<file path="src/rtl/core/assert_macros.svh">
// assertion macros shared by the rtl of the bracket balance checker
// depends on nothing; every macro is empty when SYNTHESIS is defined
`ifndef ASSERT_MACROS_SVH
`define ASSERT_MACROS_SVH
`ifndef SYNTHESIS
// property that must hold at every clock edge outside reset
`define BBC_ASSERT(label, clk, rst, prop) \
  label: assert property (@(posedge clk) disable iff (rst) (prop)) \
    else $error("bbc assertion failed");
// implication checked in the same cycle
`define BBC_ASSERT_IMPL(label, clk, rst, cond, prop) \
  label: assert property (@(posedge clk) disable iff (rst) (cond) |-> (prop)) \
    else $error("bbc implication failed");
`else
`define BBC_ASSERT(label, clk, rst, prop)
`define BBC_ASSERT_IMPL(label, clk, rst, cond, prop)
`endif
`endif

</file>
<file path="src/rtl/core/bbc_pkg.sv">
// types, character codes and the byte classifier of the bracket balance checker
// depends on nothing
`default_nettype none

package bbc_pkg;

  // report codes carried in the result
  typedef enum logic [2:0] {
    RK_OK           = 3'd0,
    RK_NEVER_OPENED = 3'd1,
    RK_WRONG_CLOSE  = 3'd2,
    RK_NEVER_CLOSED = 3'd3,
    RK_OVERFLOW     = 3'd4
  } report_kind_t;

  // control states
  typedef enum logic [1:0] {
    ST_IDLE,
    ST_CLOSE,
    ST_DRAIN
  } bbc_state_t;

  // bracket kinds
  localparam logic [1:0] KIND_PAREN  = 2'd0;
  localparam logic [1:0] KIND_SQUARE = 2'd1;
  localparam logic [1:0] KIND_CURLY  = 2'd2;
  localparam logic [1:0] KIND_ANGLE  = 2'd3;

  // character codes
  localparam logic [7:0] CH_LPAREN  = 8'h28;
  localparam logic [7:0] CH_RPAREN  = 8'h29;
  localparam logic [7:0] CH_LSQUARE = 8'h5B;
  localparam logic [7:0] CH_RSQUARE = 8'h5D;
  localparam logic [7:0] CH_LCURLY  = 8'h7B;
  localparam logic [7:0] CH_RCURLY  = 8'h7D;
  localparam logic [7:0] CH_LANGLE  = 8'h3C;
  localparam logic [7:0] CH_RANGLE  = 8'h3E;
  localparam logic [7:0] CH_NEWLINE = 8'h0A;

  localparam int unsigned REPORT_LINE_BITS = 16;
  localparam int unsigned RESULT_BITS      = 40;

  typedef struct packed {
    logic       is_open;
    logic       is_close;
    logic [1:0] kind;
  } char_class_t;

  function automatic char_class_t classify(input logic [7:0] ch);
    char_class_t c;
    c = '0;
    case (ch)
      CH_LPAREN:  begin c.is_open  = 1'b1; c.kind = KIND_PAREN;  end
      CH_LSQUARE: begin c.is_open  = 1'b1; c.kind = KIND_SQUARE; end
      CH_LCURLY:  begin c.is_open  = 1'b1; c.kind = KIND_CURLY;  end
      CH_LANGLE:  begin c.is_open  = 1'b1; c.kind = KIND_ANGLE;  end
      CH_RPAREN:  begin c.is_close = 1'b1; c.kind = KIND_PAREN;  end
      CH_RSQUARE: begin c.is_close = 1'b1; c.kind = KIND_SQUARE; end
      CH_RCURLY:  begin c.is_close = 1'b1; c.kind = KIND_CURLY;  end
      CH_RANGLE:  begin c.is_close = 1'b1; c.kind = KIND_ANGLE;  end
      default:    c = '0;
    endcase
    return c;
  endfunction

endpackage

`default_nettype wire

</file>
<file path="src/rtl/core/bracket_balance_checker_unit.sv">
// top level of the bracket balance checker: stack memory, line counter, control
// depends on bbc_pkg and assert_macros.svh
`default_nettype none
`include "assert_macros.svh"

// Bracket balance checker. Text bytes enter on the s_ side, one per transaction; s_tlast
// high marks end of text. Openers of the four kinds (), [], {}, <> are pushed with their
// line number onto a stack held in one synchronous memory of STACK_DEPTH entries; lines
// count from one and advance on each newline. Reports leave on the m_ side through one
// output register, m_tlast marking the last report caused by an input transaction.
// Steps: a newline, an opener or any other byte is handled in ST_IDLE; a closer on a non-empty
// stack also passes through ST_CLOSE, since the top entry must be read from the stack memory
// before it can be compared; end of text with brackets still open walks them in ST_DRAIN from
// the bottom through the memory read port, one entry per cycle while the sink takes reports.
// s_tready is low outside ST_IDLE and while a report sits in the output register untaken.
module bracket_balance_checker_unit
  import bbc_pkg::*;
#(
  parameter int unsigned STACK_DEPTH = 32,
  parameter int unsigned LINE_BITS   = 16
) (
  input  wire logic        clk,
  input  wire logic        rst,
  input  wire logic        s_tvalid,
  output logic             s_tready,
  input  wire logic [7:0]  s_tdata,   // [7:0] text_byte
  input  wire logic        s_tlast,   // end_of_text
  output logic             m_tvalid,
  input  wire logic        m_tready,
  // [2:0] report_kind, [4:3] open_kind, [20:5] open_line, [22:21] close_kind,
  // [38:23] close_line, [39] zero fill
  output logic [RESULT_BITS-1:0] m_tdata,
  output logic             m_tlast    // last_report
);

  localparam int unsigned AW = (STACK_DEPTH > 1) ? $clog2(STACK_DEPTH) : 1;
  localparam int unsigned CW = $clog2(STACK_DEPTH + 1);
  localparam int unsigned EW = 2 + LINE_BITS;

  // stack memory, kind in the low bits, line above
  logic [EW-1:0] stack_mem [STACK_DEPTH];
  logic [EW-1:0] rd_data;
  logic [AW-1:0] rd_addr;
  logic          wr_en;
  logic [AW-1:0] wr_addr;
  logic [EW-1:0] wr_data;

  // control registers
  bbc_state_t     state, state_next;
  logic [CW-1:0]  stack_count, stack_count_next;
  logic [LINE_BITS-1:0] current_line, current_line_next;
  logic           error_seen, error_seen_next;
  logic [AW-1:0]  ptr, ptr_next;
  logic [1:0]     close_kind, close_kind_next;

  // output register
  logic           out_load;
  report_kind_t   out_kind, out_kind_next;
  logic [1:0]     out_okind, out_okind_next;
  logic [REPORT_LINE_BITS-1:0] out_oline, out_oline_next;
  logic [1:0]     out_ckind, out_ckind_next;
  logic [REPORT_LINE_BITS-1:0] out_cline, out_cline_next;
  logic           out_last, out_last_next;

  logic           out_free;
  logic           in_accept;
  char_class_t    cls;
  logic [CW-1:0]  count_m1;
  logic [AW-1:0]  top_addr;
  logic [1:0]     rd_kind;
  logic [LINE_BITS-1:0] rd_line;
  logic [REPORT_LINE_BITS-1:0] line_rep;

  assign out_free  = !m_tvalid || m_tready;
  assign s_tready  = (state == ST_IDLE) && out_free;
  assign in_accept = s_tvalid && s_tready;
  assign cls       = classify(s_tdata);
  assign count_m1  = stack_count - CW'(1);
  assign top_addr  = count_m1[AW-1:0];
  assign rd_kind   = rd_data[1:0];
  assign rd_line   = rd_data[EW-1:2];
  assign line_rep  = REPORT_LINE_BITS'(current_line);

  // stack memory, one write and one registered read per cycle
  always_ff @(posedge clk) begin
    if (wr_en) begin
      stack_mem[wr_addr] <= wr_data;
    end
    rd_data <= stack_mem[rd_addr];
  end

  // state and control registers
  always_ff @(posedge clk) begin
    if (rst) begin
      state        <= ST_IDLE;
      stack_count  <= '0;
      current_line <= LINE_BITS'(1);
      error_seen   <= 1'b0;
      ptr          <= '0;
      m_tvalid     <= 1'b0;
    end else begin
      state        <= state_next;
      stack_count  <= stack_count_next;
      current_line <= current_line_next;
      error_seen   <= error_seen_next;
      ptr          <= ptr_next;
      if (out_load) begin
        m_tvalid <= 1'b1;
      end else if (m_tready) begin
        m_tvalid <= 1'b0;
      end
    end
  end

  // payload registers
  always_ff @(posedge clk) begin
    close_kind <= close_kind_next;
    if (out_load) begin
      out_kind  <= out_kind_next;
      out_okind <= out_okind_next;
      out_oline <= out_oline_next;
      out_ckind <= out_ckind_next;
      out_cline <= out_cline_next;
      out_last  <= out_last_next;
    end
  end

  // next state, stack access and report generation
  always_comb begin
    state_next        = state;
    stack_count_next  = stack_count;
    current_line_next = current_line;
    error_seen_next   = error_seen;
    ptr_next          = ptr;
    close_kind_next   = close_kind;
    rd_addr           = top_addr;
    wr_en             = 1'b0;
    wr_addr           = stack_count[AW-1:0];
    wr_data           = {current_line, cls.kind};
    out_load          = 1'b0;
    out_kind_next     = RK_OK;
    out_okind_next    = '0;
    out_oline_next    = '0;
    out_ckind_next    = '0;
    out_cline_next    = '0;
    out_last_next     = 1'b1;

    case (state)
      ST_IDLE: begin
        if (in_accept) begin
          if (s_tlast) begin
            // end of text: walk the open entries or report ok
            if (stack_count != '0) begin
              ptr_next   = '0;
              rd_addr    = '0;
              state_next = ST_DRAIN;
            end else begin
              out_load          = !error_seen;
              current_line_next = LINE_BITS'(1);
              error_seen_next   = 1'b0;
            end
          end else if (s_tdata == CH_NEWLINE) begin
            current_line_next = current_line + LINE_BITS'(1);
          end else if (cls.is_open) begin
            if (stack_count < CW'(STACK_DEPTH)) begin
              wr_en            = 1'b1;
              stack_count_next = stack_count + CW'(1);
            end else begin
              error_seen_next = 1'b1;
              out_load        = 1'b1;
              out_kind_next   = RK_OVERFLOW;
              out_okind_next  = cls.kind;
              out_oline_next  = line_rep;
            end
          end else if (cls.is_close) begin
            if (stack_count == '0) begin
              error_seen_next = 1'b1;
              out_load        = 1'b1;
              out_kind_next   = RK_NEVER_OPENED;
              out_ckind_next  = cls.kind;
              out_cline_next  = line_rep;
            end else begin
              // top entry arrives from memory next cycle
              close_kind_next = cls.kind;
              state_next      = ST_CLOSE;
            end
          end
        end
      end

      ST_CLOSE: begin
        // compare against the top and pop it
        if (rd_kind != close_kind) begin
          error_seen_next = 1'b1;
          out_load        = 1'b1;
          out_kind_next   = RK_WRONG_CLOSE;
          out_okind_next  = rd_kind;
          out_oline_next  = REPORT_LINE_BITS'(rd_line);
          out_ckind_next  = close_kind;
          out_cline_next  = line_rep;
        end
        stack_count_next = count_m1;
        state_next       = ST_IDLE;
      end

      ST_DRAIN: begin
        // one open entry per cycle from the bottom up, while the output register is free
        rd_addr = ptr;
        if (out_free) begin
          out_load       = 1'b1;
          out_kind_next  = RK_NEVER_CLOSED;
          out_okind_next = rd_kind;
          out_oline_next = REPORT_LINE_BITS'(rd_line);
          out_last_next  = (CW'(ptr) + CW'(1)) == stack_count;
          if (out_last_next) begin
            stack_count_next  = '0;
            current_line_next = LINE_BITS'(1);
            error_seen_next   = 1'b0;
            ptr_next          = '0;
            state_next        = ST_IDLE;
          end else begin
            ptr_next = ptr + AW'(1);
            rd_addr  = ptr_next;
          end
        end
      end

      default: begin
        state_next = ST_IDLE;
      end
    endcase
  end

  assign m_tdata = {1'b0, out_cline, out_ckind, out_oline, out_okind, out_kind};
  assign m_tlast = out_last;

  // checks
  `BBC_ASSERT(a_count_bound, clk, rst, stack_count <= CW'(STACK_DEPTH))
  `BBC_ASSERT(a_no_overwrite, clk, rst, !(out_load && m_tvalid && !m_tready))
  `BBC_ASSERT_IMPL(a_close_nonempty, clk, rst, state == ST_CLOSE, stack_count != '0)
  `BBC_ASSERT_IMPL(a_drain_ptr, clk, rst, state == ST_DRAIN, CW'(ptr) < stack_count)

endmodule

`default_nettype wire

</file>
<file path="config.mk">
export PLATFORM = sky130hd
export DESIGN_NAME = bracket_balance_checker_unit
export DESIGN_NICKNAME = d
export VERILOG_FILES = /design/src/rtl/core/bbc_pkg.sv /design/src/rtl/core/bracket_balance_checker_unit.sv
export VERILOG_INCLUDE_DIRS = /design/src /design/src/rtl/core
export SDC_FILE = /design/constraint.sdc
export NUM_CORES = 1
export LEC_CHECK = 0
export ABC_CLOCK_PERIOD_IN_PS = 4030
export BUFFER_PORTS_ARGS = -buffer_cell sky130_fd_sc_hd__buf_2
export CAP_MARGIN = 20
export CORE_UTILIZATION = 30
export DETAILED_ROUTE_END_ITERATION = 8
export SYNTH_ARGS = -nofsm -noshare
export SYNTH_HDL_FRONTEND = slang
export SYNTH_SLANG_ARGS = --single-unit
</file>
<file path="constraint.sdc">
create_clock -name clk -period 4.03 [get_ports clk]
set_clock_uncertainty 0.15 [all_clocks]
set_input_delay 0.403 -clock clk [delete_from_list [all_inputs] [get_ports clk]]
set_output_delay 0.403 -clock clk [all_outputs]
set_load 0.1 [all_outputs]
</file>
Yosys cells after proc, flatten, opt, wreduce, memory -nomap -nowiden
Memories as Yosys holds them, arrays and structs flattened. A register that Yosys moved wholly into a read port is not among the register bits.
Index checks and enable logic that the tools add are counted.
{"block": "classes", "addsub": 5, "n_eq_ne": 33, "n_mux": 115, "n_bitwise": 4, "reduce_logical": 23, "n_lt_le_gt_ge": 1}
{"operator": "$mux 16", "n": 20}
{"operator": "$pmux 16 s2", "n": 2}
{"operator": "$mux 2", "n": 25}
{"operator": "$mux 5", "n": 10}
{"operator": "$pmux 16 s3", "n": 1}
{"operator": "$mux 6", "n": 7}
{"operator": "$mux 1", "n": 35}
{"operator": "$eq 8x6->1 const B", "n": 4}
{"operator": "$eq 8x7->1 const B", "n": 4}
{"operator": "$pmux 5 s2", "n": 2}
{"operator": "$pmux 6 s3", "n": 1}
{"operator": "$add 16x1->16 const B", "n": 1}
{"operator": "$ne 2x2->1 const B", "n": 8}
{"operator": "$reduce_and 8->1", "n": 2}
{"operator": "$mux 3", "n": 5}
{"operator": "$ne 3x3->1 const B", "n": 5}
{"operator": "$pmux 2 s3", "n": 2}
{"operator": "$reduce_and 10->1", "n": 1}
{"operator": "$pmux 3 s3", "n": 1}
{"operator": "$eq 8x4->1 const B", "n": 1}
{"operator": "$ne 4x4->1 const B", "n": 2}
{"operator": "$pmux 2 s2", "n": 2}
{"operator": "$reduce_or 4->1", "n": 2}
{"operator": "$reduce_and 7->1", "n": 1}
{"operator": "26 further kinds", "n": 37}
{"block": "word_totals", "mem_bits_rw": 576, "word_cells": 195, "input_bits": 13, "regBits": 73, "mem_count": 1, "output_inout_bits": 43}
{"memory": "stack_mem", "words": 32, "word_bits": 18, "read_ports": 1, "rd_clocked_by_memory_dff": 1, "wr": 1, "line": "bracket_balance_checker_unit.sv:41", "source": "logic [EW-1:0] stack_mem [STACK_DEPTH];"}

Logic depth before layout (Yosys ltp)
Gate-level depths: netlist of the first run.
{"block": "logic_depth", "ltp_word": 10, "depth_mapped": 17, "ltp_nobuf": 15}

Least setup slack after synthesis of the first run
OpenSTA, ideal clock, no wires.
{"block": "synth_path", "kind": "in2reg", "from": "in s_tdata[7]", "to": "reg close_kind[0] (data pin)", "setup_ps": 604, "required_time_ps": 3276, "cell_stages": 3, "arrival_ps": 2960, "path_slack_ps": 316, "n_path_buf": 0, "path_cell_list": "nand3b_1 -> or2_2 -> o41ai_1"}
{"item": "from (decl)", "line": "bracket_balance_checker_unit.sv:26", "source": "input wire logic [7:0] s_tdata,"}
{"item": "to (signal assigned)", "line": "bracket_balance_checker_unit.sv:117", "source": "close_kind <= close_kind_next;"}
{"item": "to (decl)", "line": "bracket_balance_checker_unit.sv:54", "source": "logic [1:0] close_kind, close_kind_next;"}

Worst setup path after layout of the first run
{"block": "layout_path", "from": "reg stack_count[0]", "to": "reg rd_data[15], read port of stack_mem"}
{"block": "layout_between", "elab_chain_cells": 5, "elab_cells_between_ends": 9, "classes_between": "add/sub (1); eq/ne (1); mux (6); reduce/logical (1)"}
{"item": "from (decl)", "line": "bracket_balance_checker_unit.sv:50", "source": "logic [CW-1:0] stack_count, stack_count_next;"}
{"item": "from (signal assigned)", "line": "bracket_balance_checker_unit.sv:103", "source": "stack_count <= stack_count_next;"}
{"item": "$sub 6x1->6 / $reduce_bool 6->1 (equally long branches)", "line": "bracket_balance_checker_unit.sv:78, bracket_balance_checker_unit.sv:153"}
{"item": "$mux 5", "line": "bracket_balance_checker_unit.sv:153", "source": "if (stack_count != '0) begin"}
{"item": "$mux 5", "line": "bracket_balance_checker_unit.sv:151", "source": "if (s_tlast) begin"}
{"item": "$mux 5", "line": "bracket_balance_checker_unit.sv:150", "source": "if (in_accept) begin"}
{"item": "$pmux 5 s2 (*)", "line": "bracket_balance_checker_unit.sv:148", "source": "case (state)"}
{"item": "to (decl)", "line": "bracket_balance_checker_unit.sv:42", "source": "logic [EW-1:0] rd_data;"}
Every way passes the cells marked *; elsewhere a longest branch is shown, timed or not.
A chain may end at the register's enable or synchronous reset.

==> impl_metrics.env, run 1 <==
export IMPL_cts_sinks=667
export IMPL_synth_nets=1981
export IMPL_fin_crit_ps=3920
export IMPL_viasPerCell=5.20
export IMPL_diodes=0
export IMPL_fp_dieW_um=301
export IMPL_die_h_um=301
export IMPL_cts_htree_levels=3
export IMPL_grtUsageTotal=0.165
export IMPL_outcome="finished with violations"
export IMPL_setup_viol=0
export IMPL_cp_max_fo=41
export IMPL_drv_slew=0
export IMPL_ys_types=72
export IMPL_ctsRootBufferMaster="clkbuf_16"
export IMPL_initial_core_util=0.303
export IMPL_clock_latency_ps=600
export IMPL_ys_seq_elements=667
export IMPL_ys_async_sr_fraction=0
export IMPL_hp_class="input pin to flip-flop"
export IMPL_relSlewSlack=0.279
export IMPL_antenna_found_initial=2
export IMPL_grt_start_max_net_pins=62
export IMPL_fin_area_mm2=0.0316
export IMPL_grt_pass1_wl_mm=111
export IMPL_dp_hpwl_mm=45.4
export IMPL_rsz0062_at_grt="true"
export IMPL_route_detailed_drc=2
export IMPL_grt_pass1_vias=16700
export IMPL_hold_buffers=0
export IMPL_final_seq_area_mm2=0.0195
export IMPL_critical_path_required_ps=4340
export IMPL_synth_warning_count=0
export IMPL_synth_compound_gate_area_share=0.0639
export IMPL_vdd_drop_max_mv=0.236
export IMPL_synth_xor_area_frac=0.00750
export IMPL_fin_cells=3323
export IMPL_yosysTopAreaCell="edfxtp_1"
export IMPL_die_area_mm2=0.0907
export IMPL_path_clk_slew_ps=70
export IMPL_ant_nets=0
export IMPL_syn_area_mm2=0.0268
export IMPL_p_per_area_mw_per_mm2=518
export IMPL_grt_overflow=0
export IMPL_postPlaceCellArea_mm2=0.0292
export IMPL_reg2reg_depth=12
export IMPL_synth_mux_area_frac=0.0313
export IMPL_hold_violations=0
export IMPL_layout_nets=2129
export IMPL_finalHoldWorstSlack_ps=62.8
export IMPL_yosys_area_top_type_share=0.691
export IMPL_ys_flop_type="edfxtp_1"
export IMPL_area_growth_pct=17.6
export IMPL_max_clock_freq_ghz=0.255
export IMPL_clock_path_buffers=3
export IMPL_timing_final_crit_share=0.973
export IMPL_syn_inst=1955
export IMPL_wl_per_cell_um=22.8
export IMPL_multiInputGateArea_mm2=0.00676
export IMPL_critPathSlowestCell="o211ai_1"
export IMPL_synth_top_family_by_area="simple AND/OR/NAND/NOR gates"
export IMPL_arrival_ps=4230
export IMPL_setup_tns_ps=0
export IMPL_whs_path_depth=2
export IMPL_fill_cells=8334
export IMPL_drive_gt1_frac=0.168
export IMPL_synth_edff_count=618
export IMPL_synth_simple_area_share=0.138
export IMPL_synth_seq_area_share=0.728
export IMPL_worstHoldEndpoint="state[1]$_SDFFE_PP0P_"
export IMPL_syn_area_per_cell_um2=13.7
export IMPL_gp_congestion=0.888
export IMPL_yosys_top_cells_area="edfxtp_1 69%, nand2_1 6.4%, dfxtp_1 3.7%"
export IMPL_hold_path_startpoint="rst"
export IMPL_tightestPinTransition_ps=1080
export IMPL_core_mm2=0.0885
export IMPL_cts_buffers=69
export IMPL_vias=17300
export IMPL_reg2reg_slack_ps=110
export IMPL_end_kind="flip-flop"
export IMPL_p_leak_nw=10.5
export IMPL_r2r_end="rd_data[15]$_DFF_P_"
export IMPL_crit_path_cell_trace="inv_1 -> ha_1 -> or4b_4 -> o21a_1 -> a21o_1 -> o221ai_2 -> mux2i_4 -> buf_4 -> buf_12 -> mux4_2 -> o211ai_1 -> o22ai_1"
export IMPL_critPathMaxStageDelay_ps=550
export IMPL_worst_r2r_startpoint="stack_count[0]$_SDFFE_PP0P_"
export IMPL_maxCapViolations=0
export IMPL_drt_iter0_drc=2019
export IMPL_numPortBuffers=54
export IMPL_cts_tree="built"
export IMPL_crit_type="flip-flop to flip-flop"
export IMPL_cp_start_kind="flip-flop"
export IMPL_dp_cells=3180
export IMPL_yosys_area_share_adder=0.00606
export IMPL_first_pass_iters=8
export IMPL_wl_mm=75.9
export IMPL_rows=109
export IMPL_pin_count=56
export IMPL_violations="design-rule violations"
[timing repair]
item                       CTS  global route
gates resized for setup      1            13
setup buffers                3            12
gates cloned                 1             1
pin swaps                    1             6
setup endpoints to repair    5            17
[Yosys cell counts, drive strengths merged (13+ instances only)]
library cell and instances:
mux2i 42, nand4 43, inv 14, o21ai 18, a21oi 52, clkbuf 39
nor2 93, edfxtp 618, ha 13, dfxtp 49, o211ai 20, a31oi 21
a32oi 39, nand2 463, o311ai 18, nand3 139, a22o 21, buf 74
nor2b 19, o22ai 23, nor3 16, mux4 18
[worst max path at each step]
stage                              endpoint                   startpoint  depth (start not counted)  slack (ps)
floorplan           close_kind[0]$_DFFE_PP_                   s_tdata[7]                          3         320
global placement         rd_data[0]$_DFF_P_          ptr[1]$_SDFFE_PP0P_                         12         -40
detailed placement       rd_data[0]$_DFF_P_          ptr[1]$_SDFFE_PP0P_                         12         -90
CTS                      rd_data[7]$_DFF_P_          ptr[1]$_SDFFE_PP0P_                         14           8
global route             rd_data[6]$_DFF_P_  stack_count[0]$_SDFFE_PP0P_                         12         -50
finish                  rd_data[15]$_DFF_P_  stack_count[0]$_SDFFE_PP0P_                         12         110
[layout by cell type, fill, tap and decap left out, types with 12 or more instances in the layout]
cell       instances
inv_1             13
mux4_2            18
clkinv_2          14
mux2i_1           40
xnor2_1           12
o211ai_1          19
a22o_1            21
edfxtp_1         618
nor2_2            21
nand3_1          138
ha_1              12
buf_4            111
o21ai_0           15
o311ai_1          15
a31oi_1           21
nand4_1           43
nor2b_1           19
dfxtp_1           46
a21oi_1           51
o22ai_1           23
buf_12            23
nand2_1          461
a32oi_1           38
clkbuf_16         71
buf_2             54
clkinv_1          12
clkbuf_1          16
nor2_1            69
[cell families after synthesis]
kind of cell / after synthesis
other: 1
XOR/XNOR: 23
flip-flops: 667
adder cells (fa/ha/maj): 13
multiplexers: 61
AO/OA/AOI/OAI: 241
buffers and inverters: 127
AND/OR/NAND/NOR: 822
[flip-flops by register name, summed over array words and instances (netlist names)]
register / count
ptr: 5
m_tvalid: 1
state: 2
stack_count: 6
rd_data: 18
m_tlast: 1
out_okind: 2
current_line: 16
out_cline: 16
out_ckind: 2
error_seen: 1
close_kind: 2
out_kind: 3
out_oline: 16
stack_mem: 576
[critical path, delay by kind of cell (launching register included)]
family,cells,cell delay (ps)
AO/OA/AOI/OAI,5,1530
adder cells (fa/ha/maj),1,230
buffers and inverters,3,530
flip-flops,1,310
multiplexers,2,510
AND/OR/NAND/NOR,1,500
[through the flow]
step	power [mW]	utilization	worst slack [ps]
3_3_place_gp	10.3	0.330	-41.0
5_1_grt	16.8	0.357	-52.8
6_report	16.4	0.357	109
4_1_cts	16.4	0.355	7.76
2_1_floorplan	9.41	-	316
3_5_place_dp	10.3	0.330	-93.2
[final cells by class]
cell class | instances | area share
clock buffers | 86 | 0.0574
multi-input cells | 1161 | 0.214
flip-flops and latches | 667 | 0.619
repair buffers | 190 | 0.0512
well taps | 1165 | 0.0462
clock inverters | 40 | 0.0103
inverters | 14 | 0.00166
[layer usage]
metal / GRT usage / part of all wire / up-vias / wire [µm]
met3: 0.0276 / 0.078 / 135 / 5920
met2: 0.264 / 0.47 / 783 / 35600
met5: 0 / 0.00043 / - / 33
met4: 0.0668 / 0.036 / 4 / 2710
li1: - / - / 7619 / -
met1: 0.223 / 0.42 / 8734 / 31600
[power by group]
group          internal [mW]  switching [mW]  total (mW)  leakage [nW]
Clock                   3.47            2.65        6.12          1.05
Sequential              7.66          0.0975        7.76          5.77
Combinational          0.773            1.70        2.47          3.69
Note: power is estimated with default switching activity, not from simulation.
==> inputs of run 2 (changes only) <==
CORE_UTILIZATION = 40   (was 30)
==> run 2 against run 1 <==
The run now ends clean. Worst hold slack lost 20 ps. Power up 3.1%. Maximum frequency increased by 2.1%. Die area shrank 25%. Largest power group unchanged. Count of clock-buffer cells in the layout rose by 10. Worst setup slack better by 79 ps.
==> impl_metrics.env, run 2 (same netlist as run 1, synthesis figures left out) <==
export IMPL_relSlewSlack=0.298
export IMPL_final_util=0.472
export IMPL_p_seq_frac=0.462
export IMPL_cts_sinks=667
export IMPL_use_met2=0.356
export IMPL_multiInputGateArea_mm2=0.00674
export IMPL_rsz0062_at_grt="false"
export IMPL_setup_tns_ps=0
export IMPL_critical_path_required_ps=4370
export IMPL_vias=17300
export IMPL_antenna_found_initial=1
export IMPL_grt_pass1_wl_mm=112
export IMPL_hold_buffers=0
export IMPL_maxCapViolations=0
export IMPL_rows=94
export IMPL_route_detailed_drc=0
export IMPL_grt_pass1_vias=16300
export IMPL_clkPwrFrac=0.393
export IMPL_worstHoldEndpoint="stack_count[0]$_SDFFE_PP0P_"
export IMPL_cts_tree="built"
export IMPL_intPower_mw=12.3
export IMPL_timing_final_crit_share=0.953
export IMPL_outcome="finished, final reports clean"
export IMPL_reg_top3="stack_mem x576, rd_data x18"
export IMPL_first_pass_iters=9
export IMPL_core_mm2=0.0661
export IMPL_mostFrequentLayoutCell="edfxtp_1"
export IMPL_final_seq_area_mm2=0.0195
export IMPL_post_cts_buffers=0
export IMPL_final_cell_mix="618 x edfxtp_1, 461 x nand2_1, 138 x nand3_1"
export IMPL_reg2reg_depth=14
export IMPL_ctsRootBufferMaster="clkbuf_16"
export IMPL_end_kind="flip-flop"
export IMPL_vdd_drop_max_mv=0.345
export IMPL_top_usage_layer="met2"
export IMPL_die_h_um=261
export IMPL_critPathSlowestCell="or4b_4"
export IMPL_p_sw_frac=0.272
export IMPL_combPwrFrac=0.146
export IMPL_worst_r2r_startpoint="stack_count[1]$_SDFFE_PP0P_"
export IMPL_fill_cells=5744
export IMPL_area_growth_pct=16.2
export IMPL_gp_congestion=0.887
export IMPL_hold_path_startpoint="rst"
export IMPL_initial_core_util=0.406
export IMPL_drt_iter0_drc=2158
export IMPL_pin_count=56
export IMPL_switchingPower_mw=4.59
export IMPL_ant_nets=0
export IMPL_clock_latency_ps=640
export IMPL_hp_class="input pin to flip-flop"
export IMPL_grtUsageTotal=0.226
export IMPL_r2r_end="rd_data[2]$_DFF_P_"
export IMPL_cp_start_kind="flip-flop"
export IMPL_setup_viol=0
export IMPL_largest_reg_flops=576
export IMPL_wl_per_cell_um=25.6
export IMPL_crit_path_cell_trace="inv_1 -> ha_1 -> or4b_4 -> o21a_1 -> a21o_1 -> o21ai_1 -> mux2i_4 -> buf_12 -> buf_12 -> nor3_4 -> buf_12 -> nand3_1 -> nand4_1 -> o22ai_1"
export IMPL_layout_setup_ws_ps=188
export IMPL_fin_crit_ps=3840
export IMPL_dp_hpwl_mm=46.5
export IMPL_cts_buffers=71
export IMPL_hold_violations=0
export IMPL_top_register="stack_mem"
export IMPL_tightestPinTransition_ps=1050
export IMPL_grt_start_max_net_pins=73
export IMPL_drv_slew=0
export IMPL_drive_gt1_frac=0.161
export IMPL_met1_usage=0.311
export IMPL_max_clock_freq_ghz=0.260
export IMPL_cp_max_fo=27
export IMPL_grt_use_met3=0.0505
export IMPL_crit_type="flip-flop to flip-flop"
export IMPL_pre_cts_slack_ps=37.9
export IMPL_reg2reg_slack_ps=190
export IMPL_grt_overflow=0
export IMPL_p_per_area_mw_per_mm2=541
export IMPL_p_total_mw=16.9
export IMPL_path_clk_slew_ps=60
export IMPL_clock_path_buffers=3
export IMPL_crit_path_frequent_cell="buf_12"
export IMPL_cts_htree_levels=3
export IMPL_wl_mm=76.9
export IMPL_arrival_ps=4190
export IMPL_p_leak_nw=10.5
export IMPL_viasPerCell=5.74
export IMPL_critPathMaxStageDelay_ps=470
export IMPL_whs_path_depth=2
export IMPL_fp_dieW_um=261
export IMPL_die_area_mm2=0.0682
export IMPL_layout_nets=2110
export IMPL_numPortBuffers=54
-- run 2: changes by cell type in the layout (fill, tap and decap cells not counted), moves of 4 or more --
cell	change
buf_4	-18
nor2_1	-8
nor2_2	+7
clkbuf_1	+4
clkinv_2	-4
-- run 2: power by group through the flow --
stage | clock network (mW) | registers, mW | logic (mW)
after global routing | 6.95 | 7.79 | 2.58
final | 6.62 | 7.79 | 2.46
after CTS | 6.70 | 7.79 | 2.44
after global placement | 0 | 7.93 | 2.42
after floorplan | 0 | 8.20 | 1.21
after detailed placement | 0 | 7.93 | 2.43
-- run 2: metrics by stage --
stage	std cells	hold slack (ps)	area (µm²)
floorplan	1955	311	26800
global placement	2875	338	28800
detailed placement	2875	364	28800
CTS	3006	33.0	31200
global route	3006	50.4	31200
finish	3007	42.9	31200
-- run 2: repair_timing --
item	in CTS	in global routing
resized for setup	0	3
endpoints found under the setup margin	0	3
hold endpoints to repair	0	0
-- run 2: metal layers --
layer | share of wire | wire length [µm]
met1 | 0.41 | 31900
met2 | 0.46 | 35600
met3 | 0.092 | 7040
met4 | 0.031 | 2370
met5 | 0 | 0
-- run 2: worst max path at each step --
| stage | from | end | depth (start not counted) |
|---|---|---|---|
| 2_1_floorplan | s_tdata[7] | close_kind[0]$_DFFE_PP_ | 3 |
| 3_3_place_gp | stack_count[1]$_SDFFE_PP0P_ | rd_data[1]$_DFF_P_ | 12 |
| 3_5_place_dp | stack_count[1]$_SDFFE_PP0P_ | rd_data[1]$_DFF_P_ | 12 |
| 4_1_cts | stack_count[1]$_SDFFE_PP0P_ | rd_data[1]$_DFF_P_ | 12 |
| 5_1_grt | stack_count[1]$_SDFFE_PP0P_ | rd_data[2]$_DFF_P_ | 14 |
| 6_report | stack_count[1]$_SDFFE_PP0P_ | rd_data[2]$_DFF_P_ | 14 |
-- run 2: cell type report --
cell class / count / share of cell area
Inverter: 14 / 0.00169
Multi-Input combinational cell: 1161 / 0.216
Timing Repair Buffer: 169 / 0.0452
Clock inverter: 35 / 0.0131
Antenna cell: 1 / 0.0000802
Tap cell: 864 / 0.0347
Sequential cell: 667 / 0.627
Clock buffer: 96 / 0.0627
-- run 2: critical path, delay by kind of cell, from the launching register on --
family	cells	cell delay, ps
mux	1	180
buf+inv	4	750
flops	1	310
compound gates	4	1070
simple gates	4	1030
fa+ha+maj	1	190
==> inputs of run 3 (changes only) <==
PLACE_DENSITY_LB_ADDON = 0.25   (was not set)
==> run 3 against run 2 <==
Critical path type unchanged. Global-route usage is 0.53 points lower. Final area is 0.24% higher. Power is 2.3% lower. Worst hold slack better by 5.7 ps. First-iteration DRC count is 13% lower. Die area stayed put. Register-to-register slack worse by 120 ps. Critical path depth is 1 lower.
==> impl_metrics.env, run 3 (same netlist as run 1, synthesis figures left out) <==
export IMPL_hold_violations=0
export IMPL_critical_path_required_ps=4360
export IMPL_end_kind="flip-flop"
export IMPL_relSlewSlack=0.263
export IMPL_drt_met1_wl_mm=31.5
export IMPL_viasPerCell=5.64
export IMPL_maxCapViolations=0
export IMPL_top_register="stack_mem"
export IMPL_dp_cells=2883
export IMPL_wl_per_cell_um=24.7
export IMPL_clock_path_buffers=3
export IMPL_setup_viol=0
export IMPL_combPwrFrac=0.149
export IMPL_final_cell_mix="618 x edfxtp_1, 461 x nand2_1, 138 x nand3_1"
export IMPL_cts_htree_levels=3
export IMPL_p_per_area_mw_per_mm2=527
export IMPL_cp_start_kind="flip-flop"
export IMPL_ant_nets=0
export IMPL_diodes=0
export IMPL_hold_path_startpoint="rst"
export IMPL_p_seq_frac=0.469
export IMPL_intPower_mw=12.0
export IMPL_numPortBuffers=54
export IMPL_gp_congestion=0.826
export IMPL_fp_dieW_um=261
export IMPL_crit_path_cell_trace="inv_1 -> ha_1 -> or4b_4 -> o21a_1 -> a211o_1 -> nand3_1 -> o21ai_1 -> o21a_4 -> buf_12 -> nand2_1 -> a21oi_1 -> o311ai_1 -> o22ai_1"
export IMPL_pin_count=56
export IMPL_vias=17000
export IMPL_area_growth_pct=16.4
export IMPL_crit_family="compound AO/OA/AOI/OAI gates"
export IMPL_dp_hpwl_mm=44.4
export IMPL_path_clk_slew_ps=60
export IMPL_outcome="finished, final reports clean"
export IMPL_reg2reg_depth=13
export IMPL_clkPwrFrac=0.383
export IMPL_final_util=0.473
export IMPL_die_area_mm2=0.0682
export IMPL_worst_r2r_startpoint="stack_count[0]$_SDFFE_PP0P_"
export IMPL_clock_latency_ps=630
export IMPL_crit_buf_inv=2
export IMPL_initial_core_util=0.406
export IMPL_timing_final_crit_share=0.984
export IMPL_layout_setup_ws_ps=63.5
export IMPL_critPathMaxStageDelay_ps=930
export IMPL_tightestPinTransition_ps=1090
export IMPL_grtUsageTotal=0.221
export IMPL_core_mm2=0.0661
export IMPL_cts_sinks=667
export IMPL_p_sw_frac=0.269
export IMPL_fin_cells=3022
export IMPL_r2r_end="rd_data[3]$_DFF_P_"
export IMPL_met2_wirelength_mm=34.5
export IMPL_fin_crit_ps=3970
export IMPL_reg_top3="stack_mem x576, rd_data x18"
export IMPL_reg2reg_slack_ps=60
export IMPL_crit_type="flip-flop to flip-flop"
export IMPL_wl_met3_mm=5.99
export IMPL_fin_area_mm2=0.0313
export IMPL_vdd_drop_max_mv=0.311
export IMPL_whs_path_depth=2
export IMPL_cp_max_fo=47
export IMPL_drv_slew=0
export IMPL_max_clock_freq_ghz=0.252
export IMPL_first_pass_iters=7
export IMPL_hp_class="input pin to flip-flop"
export IMPL_highest_layer="met5"
export IMPL_wl_mm=74.7
export IMPL_worstHoldEndpoint="ptr[1]$_SDFFE_PP0P_"
export IMPL_grt_overflow=0
export IMPL_cts_tree="built"
export IMPL_ctsRootBufferMaster="clkbuf_16"
export IMPL_layout_nets=2129
export IMPL_drive_gt1_frac=0.173
export IMPL_route_detailed_drc=0
export IMPL_largest_reg_flops=576
export IMPL_hold_buffers=0
export IMPL_drt_iter0_drc=1876
export IMPL_switchingPower_mw=4.44
export IMPL_die_h_um=261
export IMPL_pre_cts_slack_ps=-71.8
export IMPL_critPathSlowestCell="o311ai_1"
export IMPL_p_leak_nw=10.5
export IMPL_arrival_ps=4300
export IMPL_grt_pass1_wl_mm=109
export IMPL_antenna_found_initial=8
export IMPL_postPlaceCellArea_mm2=0.0289
export IMPL_grt_start_max_net_pins=53
export IMPL_mostFrequentLayoutCell="edfxtp_1"
export IMPL_cts_buffers=70
export IMPL_rows=94
export IMPL_grt_pass1_vias=16600
[run 3: timing repair]
action                     4_1_cts  5_1_grt
pin swaps                        1        7
resized for setup                3       16
buffers inserted                 0       12
setup endpoints to repair        3       10
hold endpoints to repair         0        0
[run 3: worst max path at each step]
stage | from | to | cells past startpoint
after CTS | stack_count[0]$_SDFFE_PP0P_ | rd_data[3]$_DFF_P_ | 12
after global placement | stack_count[0]$_SDFFE_PP0P_ | rd_data[1]$_DFF_P_ | 13
after detailed placement | stack_count[0]$_SDFFE_PP0P_ | rd_data[0]$_DFF_P_ | 13
after global routing | stack_count[0]$_SDFFE_PP0P_ | rd_data[3]$_DFF_P_ | 12
after floorplan | s_tdata[7] | close_kind[0]$_DFFE_PP_ | 3
final | stack_count[0]$_SDFFE_PP0P_ | rd_data[3]$_DFF_P_ | 13
[run 3: metrics by stage]
stage	total power, mW	hold slack, ps	setup TNS, ps
after global placement	10.3	302	-92.3
after detailed placement	10.3	313	-71.8
final	16.5	48.6	0
after CTS	16.5	37.7	0
after floorplan	9.41	311	0
after global routing	17.0	41.0	-2.05
[run 3: layout make-up]
class	count	area [µm²]
tap	864	1080
sequential	667	19500
timing repair buffer	189	1570
multi-input combinational	1161	6790
fill	5786	34800
inverter	14	52.6
clock buffer	94	1910
clock inverter	33	317
[run 3: power by group through the flow]
stage / sequential, mW / combinational, mW / clock (mW)
3_5_place_dp: 7.87 / 2.40 / 0
5_1_grt: 7.73 / 2.59 / 6.67
4_1_cts: 7.73 / 2.41 / 6.40
6_report: 7.73 / 2.45 / 6.30
3_3_place_gp: 7.87 / 2.38 / 0
2_1_floorplan: 8.20 / 1.21 / 0
[run 3: layer usage]
metal  vias to the layer above  GRT usage
li1                       7627          -
met1                      8596      0.298
met2                       673      0.346
met3                       136     0.0539
met4                         8     0.0822
met5                         -          0
[run 3: worst reg2reg max path, delay by kind of cell, from the launching register on]
kind	cells	cell delay (ps)
AND/OR/NAND/NOR	3	700
AO/OA/AOI/OAI	7	2090
buffers and inverters	2	370
adder cells (fa/ha/maj)	1	230
flip-flops	1	300
